--- config.mk ---
export PLATFORM = sky130hd
export DESIGN_NAME = skinny_tweakey_round
export DESIGN_NICKNAME = d
export VERILOG_FILES = /design/src/skt_pkg.sv /design/src/skt_sub_stage.sv /design/src/skt_mix_stage.sv /design/src/skinny_tweakey_round.sv
export SDC_FILE = /design/constraint.sdc
export NUM_CORES = 2
export LEC_CHECK = 0
export ABC_AREA = 1
export BUFFER_PORTS_ARGS = -buffer_cell sky130_fd_sc_hd__buf_4
export CAP_MARGIN = 30
export CELL_PAD_IN_SITES_DETAIL_PLACEMENT = 0
export CELL_PAD_IN_SITES_GLOBAL_PLACEMENT = 1
export CORE_MARGIN = 8
export CORE_UTILIZATION = 40
export DETAILED_ROUTE_END_ITERATION = 6
export HOLD_SLACK_MARGIN = 0.1
export MAX_ROUTING_LAYER = met4
export PLACE_DENSITY = 0.76
export RECOVER_POWER = 50
export SYNTH_ARGS = -nofsm -noshare
export SYNTH_HDL_FRONTEND = slang
export SYNTH_SLANG_ARGS = --single-unit
--- constraint.sdc ---
create_clock -name clk -period 18.7 [get_ports clk]
set_clock_uncertainty 0.1 [all_clocks]
set_input_delay 2.805 -clock clk [delete_from_list [all_inputs] [get_ports clk]]
set_output_delay 2.805 -clock clk [all_outputs]
set_load 0.03 [all_outputs]
--- src/skt_pkg.sv ---
// Shared types, S-box and round-constant table for the SKINNY-128-384 round pipeline.
package skt_pkg;

    localparam int SKT_NUM_ROUNDS = 40;
    localparam int SKT_IDX_W      = 6;

    typedef logic [0:15][7:0] skt_blk_t;
    typedef logic [0:63][SKT_IDX_W-1:0] skt_rc_lut_t;

    typedef struct packed {
        logic [63:0]          state_hi;
        logic [63:0]          state_lo;
        logic [63:0]          tk1_hi;
        logic [63:0]          tk1_lo;
        logic [63:0]          tk2_hi;
        logic [63:0]          tk2_lo;
        logic [63:0]          tk3_hi;
        logic [63:0]          tk3_lo;
        logic [SKT_IDX_W-1:0] round_index;
    } skt_in_t;

    typedef struct packed {
        logic [63:0] next_state_hi;
        logic [63:0] next_state_lo;
        logic [63:0] next_tk1_hi;
        logic [63:0] next_tk1_lo;
        logic [63:0] next_tk2_hi;
        logic [63:0] next_tk2_lo;
        logic [63:0] next_tk3_hi;
        logic [63:0] next_tk3_lo;
    } skt_out_t;

    typedef struct packed {
        skt_blk_t state;
        skt_blk_t tk1;
        skt_blk_t tk2;
        skt_blk_t tk3;
    } skt_mid_t;

    localparam logic [0:15][3:0] TK_PERM = '{
        4'd9, 4'd15, 4'd8, 4'd13, 4'd10, 4'd14, 4'd12, 4'd11,
        4'd0, 4'd1, 4'd2, 4'd3, 4'd4, 4'd5, 4'd6, 4'd7
    };

    localparam logic [7:0] SBOX [256] = '{
        8'h65,8'h4c,8'h6a,8'h42,8'h4b,8'h63,8'h43,8'h6b,8'h55,8'h75,8'h5a,8'h7a,8'h53,8'h73,8'h5b,8'h7b,
        8'h35,8'h8c,8'h3a,8'h81,8'h89,8'h33,8'h80,8'h3b,8'h95,8'h25,8'h98,8'h2a,8'h90,8'h23,8'h99,8'h2b,
        8'he5,8'hcc,8'he8,8'hc1,8'hc9,8'he0,8'hc0,8'he9,8'hd5,8'hf5,8'hd8,8'hf8,8'hd0,8'hf0,8'hd9,8'hf9,
        8'ha5,8'h1c,8'ha8,8'h12,8'h1b,8'ha0,8'h13,8'ha9,8'h05,8'hb5,8'h0a,8'hb8,8'h03,8'hb0,8'h0b,8'hb9,
        8'h32,8'h88,8'h3c,8'h85,8'h8d,8'h34,8'h84,8'h3d,8'h91,8'h22,8'h9c,8'h2c,8'h94,8'h24,8'h9d,8'h2d,
        8'h62,8'h4a,8'h6c,8'h45,8'h4d,8'h64,8'h44,8'h6d,8'h52,8'h72,8'h5c,8'h7c,8'h54,8'h74,8'h5d,8'h7d,
        8'ha1,8'h1a,8'hac,8'h15,8'h1d,8'ha4,8'h14,8'had,8'h02,8'hb1,8'h0c,8'hbc,8'h04,8'hb4,8'h0d,8'hbd,
        8'he1,8'hc8,8'hec,8'hc5,8'hcd,8'he4,8'hc4,8'hed,8'hd1,8'hf1,8'hdc,8'hfc,8'hd4,8'hf4,8'hdd,8'hfd,
        8'h36,8'h8e,8'h38,8'h82,8'h8b,8'h30,8'h83,8'h39,8'h96,8'h26,8'h9a,8'h28,8'h93,8'h20,8'h9b,8'h29,
        8'h66,8'h4e,8'h68,8'h41,8'h49,8'h60,8'h40,8'h69,8'h56,8'h76,8'h58,8'h78,8'h50,8'h70,8'h59,8'h79,
        8'ha6,8'h1e,8'haa,8'h11,8'h19,8'ha3,8'h10,8'hab,8'h06,8'hb6,8'h08,8'hba,8'h00,8'hb3,8'h09,8'hbb,
        8'he6,8'hce,8'hea,8'hc2,8'hcb,8'he3,8'hc3,8'heb,8'hd6,8'hf6,8'hda,8'hfa,8'hd3,8'hf3,8'hdb,8'hfb,
        8'h31,8'h8a,8'h3e,8'h86,8'h8f,8'h37,8'h87,8'h3f,8'h92,8'h21,8'h9e,8'h2e,8'h97,8'h27,8'h9f,8'h2f,
        8'h61,8'h48,8'h6e,8'h46,8'h4f,8'h67,8'h47,8'h6f,8'h51,8'h71,8'h5e,8'h7e,8'h57,8'h77,8'h5f,8'h7f,
        8'ha2,8'h18,8'hae,8'h16,8'h1f,8'ha7,8'h17,8'haf,8'h01,8'hb2,8'h0e,8'hbe,8'h07,8'hb7,8'h0f,8'hbf,
        8'he2,8'hca,8'hee,8'hc6,8'hcf,8'he7,8'hc7,8'hef,8'hd2,8'hf2,8'hde,8'hfe,8'hd7,8'hf7,8'hdf,8'hff
    };

    // 6-bit round-constant LFSR, one entry per index
    function automatic skt_rc_lut_t build_rc_lut();
        skt_rc_lut_t          lut;
        logic [SKT_IDX_W-1:0] rc;
        rc = 6'h01;
        for (int k = 0; k < 64; k++)
        begin
            lut[k] = rc;
            rc = {rc[4:0], rc[5] ^ rc[4] ^ 1'b1};
        end
        return lut;
    endfunction

    localparam skt_rc_lut_t RC_LUT = build_rc_lut();

endpackage

--- src/skt_sub_stage.sv ---
// Pipeline stage 2: S-box layer, constant and tweakey addition, tweakey schedule.
module skt_sub_stage
    import skt_pkg::*;
(
    input  logic     clk,
    input  logic     rst_n,
    input  logic     in_valid,
    input  skt_in_t  in_data,
    output logic     out_valid,
    output skt_mid_t out_data
);

    logic     valid_reg, valid_next;
    skt_mid_t data_reg, data_next;

    always_comb
    begin
        skt_blk_t             s, t1, t2, t3, p1, p2, p3;
        logic [SKT_IDX_W-1:0] rc;
        s  = {in_data.state_hi, in_data.state_lo};
        t1 = {in_data.tk1_hi, in_data.tk1_lo};
        t2 = {in_data.tk2_hi, in_data.tk2_lo};
        t3 = {in_data.tk3_hi, in_data.tk3_lo};
        rc = RC_LUT[in_data.round_index];

        for (int i = 0; i < 16; i++)
        begin
            s[i] = SBOX[s[i]];
        end
        s[0] = s[0] ^ {4'h0, rc[3:0]};
        s[4] = s[4] ^ {6'h00, rc[5:4]};
        s[8] = s[8] ^ 8'h02;
        for (int i = 0; i < 8; i++)
        begin
            s[i] = s[i] ^ t1[i] ^ t2[i] ^ t3[i];
        end

        for (int i = 0; i < 16; i++)
        begin
            p1[i] = t1[TK_PERM[i]];
            p2[i] = t2[TK_PERM[i]];
            p3[i] = t3[TK_PERM[i]];
        end
        for (int i = 0; i < 8; i++)
        begin
            p2[i] = {p2[i][6:0], p2[i][7] ^ p2[i][5]};
            p3[i] = {p3[i][0] ^ p3[i][6], p3[i][7:1]};
        end

        valid_next     = in_valid;
        data_next      = data_reg;
        if (in_valid)
        begin
            data_next.state = s;
            data_next.tk1   = p1;
            data_next.tk2   = p2;
            data_next.tk3   = p3;
        end
    end

    always_ff @(posedge clk or negedge rst_n)
    begin
        if (!rst_n)
        begin
            valid_reg <= 1'b0;
        end
        else
        begin
            valid_reg <= valid_next;
        end
    end

    always_ff @(posedge clk)
    begin
        data_reg <= data_next;
    end

    assign out_valid = valid_reg;
    assign out_data  = data_reg;

endmodule

--- src/skt_mix_stage.sv ---
// Pipeline stage 3: row rotation, column mixing and result register.
module skt_mix_stage
    import skt_pkg::*;
(
    input  logic     clk,
    input  logic     rst_n,
    input  logic     in_valid,
    input  skt_mid_t in_data,
    output logic     out_valid,
    output skt_out_t out_data
);

    logic     valid_reg, valid_next;
    skt_out_t data_reg, data_next;

    always_comb
    begin
        skt_blk_t  sh, m;
        logic [7:0] a0, a1, a2, a3;
        // row i rotates right by i cells
        for (int i = 0; i < 4; i++)
        begin
            for (int j = 0; j < 4; j++)
            begin
                sh[4 * i + j] = in_data.state[4 * i + ((j - i) & 3)];
            end
        end
        for (int j = 0; j < 4; j++)
        begin
            a0 = sh[j];
            a1 = sh[4 + j] ^ sh[8 + j];
            a2 = sh[8 + j] ^ a0;
            a3 = sh[12 + j] ^ a2;
            m[j]      = a3;
            m[4 + j]  = a0;
            m[8 + j]  = a1;
            m[12 + j] = a2;
        end

        valid_next = in_valid;
        data_next  = data_reg;
        if (in_valid)
        begin
            {data_next.next_state_hi, data_next.next_state_lo} = m;
            {data_next.next_tk1_hi, data_next.next_tk1_lo}     = in_data.tk1;
            {data_next.next_tk2_hi, data_next.next_tk2_lo}     = in_data.tk2;
            {data_next.next_tk3_hi, data_next.next_tk3_lo}     = in_data.tk3;
        end
    end

    always_ff @(posedge clk or negedge rst_n)
    begin
        if (!rst_n)
        begin
            valid_reg <= 1'b0;
        end
        else
        begin
            valid_reg <= valid_next;
        end
    end

    always_ff @(posedge clk)
    begin
        data_reg <= data_next;
    end

    assign out_valid = valid_reg;
    assign out_data  = data_reg;

endmodule

--- src/skinny_tweakey_round.sv ---
// Top level: three-stage SKINNY-128-384 round pipeline with command-style ports.
//
//  channel   ports                      transfer when
//  --------  -------------------------  ------------------------------
//  command   start, busy, operands      rising edge with start && !busy
//  result    done, result               rising edge ending the done cycle
//
//  One transfer per clock; each result passes through the three register stages
//  in order: input/index saturation, S-box and tweakey layer, then row rotation
//  and column mixing.
//  busy stays low: the pipeline never stalls since results cannot be held off.
//  Reset clears the valid bits only; payload registers are not reset.
module skinny_tweakey_round
    import skt_pkg::*;
#(
    parameter int NUM_ROUNDS = SKT_NUM_ROUNDS
)
(
    input  logic     clk,
    input  logic     rst_n,
    input  logic     start,
    output logic     busy,
    input  skt_in_t  operands,
    output logic     done,
    output skt_out_t result
);

    localparam logic [SKT_IDX_W-1:0] LAST_ROUND = SKT_IDX_W'(NUM_ROUNDS - 1);

    logic     s1_valid_reg, s1_valid_next;
    skt_in_t  s1_data_reg, s1_data_next;
    logic     s2_valid;
    skt_mid_t s2_data;

    assign busy = 1'b0;

    always_comb
    begin
        s1_valid_next = start && !busy;
        s1_data_next  = s1_data_reg;
        if (start && !busy)
        begin
            s1_data_next = operands;
            if (operands.round_index > LAST_ROUND)
            begin
                s1_data_next.round_index = LAST_ROUND;
            end
        end
    end

    always_ff @(posedge clk or negedge rst_n)
    begin
        if (!rst_n)
        begin
            s1_valid_reg <= 1'b0;
        end
        else
        begin
            s1_valid_reg <= s1_valid_next;
        end
    end

    always_ff @(posedge clk)
    begin
        s1_data_reg <= s1_data_next;
    end

    skt_sub_stage u_sub (
        .clk       (clk),
        .rst_n     (rst_n),
        .in_valid  (s1_valid_reg),
        .in_data   (s1_data_reg),
        .out_valid (s2_valid),
        .out_data  (s2_data)
    );

    skt_mix_stage u_mix (
        .clk       (clk),
        .rst_n     (rst_n),
        .in_valid  (s2_valid),
        .in_data   (s2_data),
        .out_valid (done),
        .out_data  (result)
    );

    a_done_latency: assert property (@(posedge clk) disable iff (!rst_n)
        $past(rst_n, 1) && $past(rst_n, 2) && $past(rst_n, 3) |-> done == $past(start, 3))
        else $error("done does not follow start by three cycles");

    a_index_saturated: assert property (@(posedge clk) disable iff (!rst_n)
        s1_valid_reg |-> s1_data_reg.round_index <= LAST_ROUND)
        else $error("round index not saturated");

    a_tk1_perm_lo: assert property (@(posedge clk) disable iff (!rst_n)
        $past(rst_n, 1) && $past(rst_n, 2) && $past(rst_n, 3) && done
        |-> result.next_tk1_lo == $past(operands.tk1_hi, 3))
        else $error("permuted TK1 rows 2-3 do not match input rows 0-1");

endmodule
==> out/qor.txt <==
===============================================================================================
Port bufs                                                                                  1033
Outcome                                                                            complete, but fails checks
Clock input transition at the sequential cells of the worst setup and hold paths        0.06 ns
Number of enable flip-flop cells after synthesis                                           1542
DIE AREA                                                                            177000 um^2
I/O Pins                                                                                   1035
Met2 Wirelength                                                                        96000 um
Synth async-reset ratio                                                                  0.194%
Hold Crit Class                                                                      reg -> reg
Final worst setup slack                                                                 7.71 ns
Final cell area excluding filler cells                                               80300 um^2
Number of cell rows                                                                         148
Cell area after placement                                                            75200 um^2
Placement Setup Slack                                                                  12.39 ns
Min-Delay Path Depth                                                                          0
Via count of the first global-routing pass                                                41500
Final ANT Viol Nets                                                                           0
Nets                                                                                       6912
Worst Reg2Reg Path Length in Cells                                                            3
Area fraction of the dominant cell type after synthesis                                   70.8%
Post-synth top flop                                                                    edfxtp_1
Number of max-slew violations in the final report                                           460
Highest clock frequency the design can meet                                          0.0910 GHz
# hold bufs at CTS                                                                            0
Sum of internal, switching and leakage power                                            8.81 mW
Half-perimeter wire length after detailed placement                                   139000 um
Average via count per standard cell                                                        5.05
Clock latency of the later-clocked register in the worst-skew pair                      0.81 ns
Power density cells                                                                 110 nW/um^2
Kind of cell adding the most delay to the critical path                            buffers and inverters
Yosys reg bits                                                                             1545
CTS Buffer Depth                                                                              3
Routability congestion estimate from global placement                                     0.897
Level count of the clock H-tree                                                               4
Max transition margin                                                                     -501%
Average instance area after synthesis                                                 12.7 um^2
Worst Setup Path Type                                                                reg -> reg
GRT Residual Overflow                                                                         0
RSZ-0062 raised after global routing                                                         no
First drt pass iteration count                                                                5
Maximum number of pins on one net before global-route repair                                159
DRT Wirelength                                                                        188000 um
Cell type with the highest aggregate area in the netlist                               edfxtp_1
DIE WIDTH                                                                                420 um
Most area-consuming cells after synthesis                                          edfxtp_1 (71%), nand2_1 (6.2%), ha_1 (3.3%), nand3_1 (3.0%), xor2_1 (2.6%)
Root Driver                                                                           clkbuf_16
Number of distinct library cells after synthesis                                             60
Met3 WL post-DR                                                                        13000 um
Most numerous cell on the critical path                                                   buf_4
Cell area after synthesis                                                            65400 um^2
Slowest cell delay on critical path                                                     6.33 ns
Final-report setup violation count                                                            0
Clock tree from TritonCTS                                                                  done
Period utilization                                                                        58.8%
Number of buffers added by the clock tree synthesis step                                    154
Clock Sinks                                                                                1545
Via count                                                                                 43200
MaxCap Viol Count                                                                             6
First-iteration detailed-routing DRC count                                                 4155
Total leakage power                                                                     32.0 nW
Global-route usage over all layers                                                        20.8%
Routed len/inst                                                                         22.0 um
Slew @ Worst Pin                                                                        9.02 ns
Yosys warning total                                                                           0
Number of cells produced by synthesis                                                      5158
Category of the worst setup path launch point                                          register
Post-cts gate resize count                                                                    0
Violated checks                                                                    max-capacitance violations, max-slew violations
Final hold violation count                                                                    0
Top layer in use                                                                           met4
Metal-1 WL                                                                             73900 um
List of cells traversed by the critical path                                       clkbuf_1 -> buf_4 -> buf_4
Crit end category                                                                      register
Fin crit period                                                                        10.99 ns
Worst endpoint required time                                                           19.01 ns
Arrival time at the worst endpoint                                                     11.30 ns
Final routed DRC violation total                                                              0
Cell depth of the worst setup path                                                            3
Std-Cell Core Area                                                                  163000 um^2
Number of antenna violations at the first check in global routing                            39
Synthesized Nets                                                                           5849
Count of filler cells inserted in the layout                                              14300
Proportion of layout cells with a drive suffix above 1                                    21.0%
Flip-flop count of the largest register, all copies and words added                         518
Post-route setup TNS                                                                       0 ns
Worst supply voltage drop on vdd                                                    0.0000957 V
Sequential-to-total area share from yosys stat                                            71.0%
Setup bufs post-CTS                                                                           0
Slowest cell on crit path                                                              clkbuf_1
Initial cell density of the core                                                          40.2%
Area growth from synthesis to layout                                                      22.9%
Wire length of the first global-routing pass                                          270000 um
Number of buffer and inverter instances along the worst setup path                            3
Die Span Y                                                                               420 um
Largest driver fanout on the critical path                                                  158
===============================================================================================
-- report_power, final --
group | internal [mW] | switching, mW
combinational | 0.438 | 0.804
clock | 1.73 | 1.36
sequential | 4.25 | 0.233
-- cell type report --
| cell class | count | area (um^2) | area share (%) |
|---|---|---|---|
| antenna | 30 | 75.1 | 0.0935 |
| sequential | 1545 | 46400 | 57.7 |
| timing repair buffer | 1056 | 7920 | 9.86 |
| multi-input combinational | 3090 | 16700 | 20.8 |
| clock buffer | 195 | 4030 | 5.02 |
| clock inverter | 88 | 1060 | 1.32 |
| tap | 2175 | 2720 | 3.39 |
| inverter | 374 | 1410 | 1.75 |
-- worst register-to-register path, cell delays in order (launching register included) --
cell and delay (ns):
dfrtp_1 1.63, clkbuf_1 6.33, buf_4 1.60, buf_4 0.86
-- synthesized netlist by cell type, types with 27 or more instances --
library cell  instances
ha_1                170
nand2_1            1076
nand3_1             386
nor3_1               37
a21oi_1             179
xor2_1              197
edfxtp_1           1542
buf_2                82
nand4_1              56
inv_1               326
buf_4                27
o21ai_1              43
o21ai_0             276
xnor2_1              97
inv_2                39
nor2_1              338
o211ai_1             71
-- per-stage QoR --
| stage | instances | hold slack [ns] | utilization, % |
|---|---|---|---|
| after floorplan | 5158 | 0.300 | - |
| after global placement | 8238 | 0.300 | 46.3 |
| after detailed placement | 8238 | 0.305 | 46.3 |
| after CTS | 8521 | 0.301 | 49.4 |
| after global routing | 8549 | 0.304 | 49.4 |
| final | 8553 | 0.305 | 49.4 |
-- per-layer routing --
layer | global-route usage (%) | vias to the layer above
met5 | - | -
met4 | 6.11 | 0
met3 | 4.26 | 258
met2 | 35.3 | 1605
met1 | 25.2 | 20900
li1 | - | 20400
-- cell usage in the layout, fill, tap and decap left out, drive strengths merged, types with 97 or more instances in the layout --
cell       n
edfxtp  1542
nand2   1080
o21ai    321
buf      643
a21oi    184
clkbuf   608
nor2     350
inv      376
xor2     198
ha       170
xnor2     97
nand3    388
-- cell families (layout without fill, tap and decap cells) --
family,count (synthesis),in the layout,share of synthesized area [%]
simple gates,1948,1948,12.5
xor+xnor,295,295,3.96
compound gates,676,676,5.88
other cells,1,31,0.00574
flops,1545,1545,71.0
fa+ha+maj,170,170,3.25
buf+inv,523,1713,3.43
-- path summary, 6_finish.rpt --
path	to	slack [ns]	start
max reg2reg	u_sub.out_data[41]$_DFFE_PP_	7.71	s1_valid_reg$_DFF_PN0_
max	u_sub.out_data[41]$_DFFE_PP_	7.71	s1_valid_reg$_DFF_PN0_
min in group asynchronous	u_mix.out_valid$_DFF_PN0_	1.74	rst_n
min	u_mix.out_data[80]$_DFFE_PP_	0.31	u_sub.out_data[80]$_DFFE_PP_
max in group asynchronous	s1_valid_reg$_DFF_PN0_	16.53	rst_n
min reg2reg	u_mix.out_data[80]$_DFFE_PP_	0.31	u_sub.out_data[80]$_DFFE_PP_
Power figures use the tool's default switching activity.
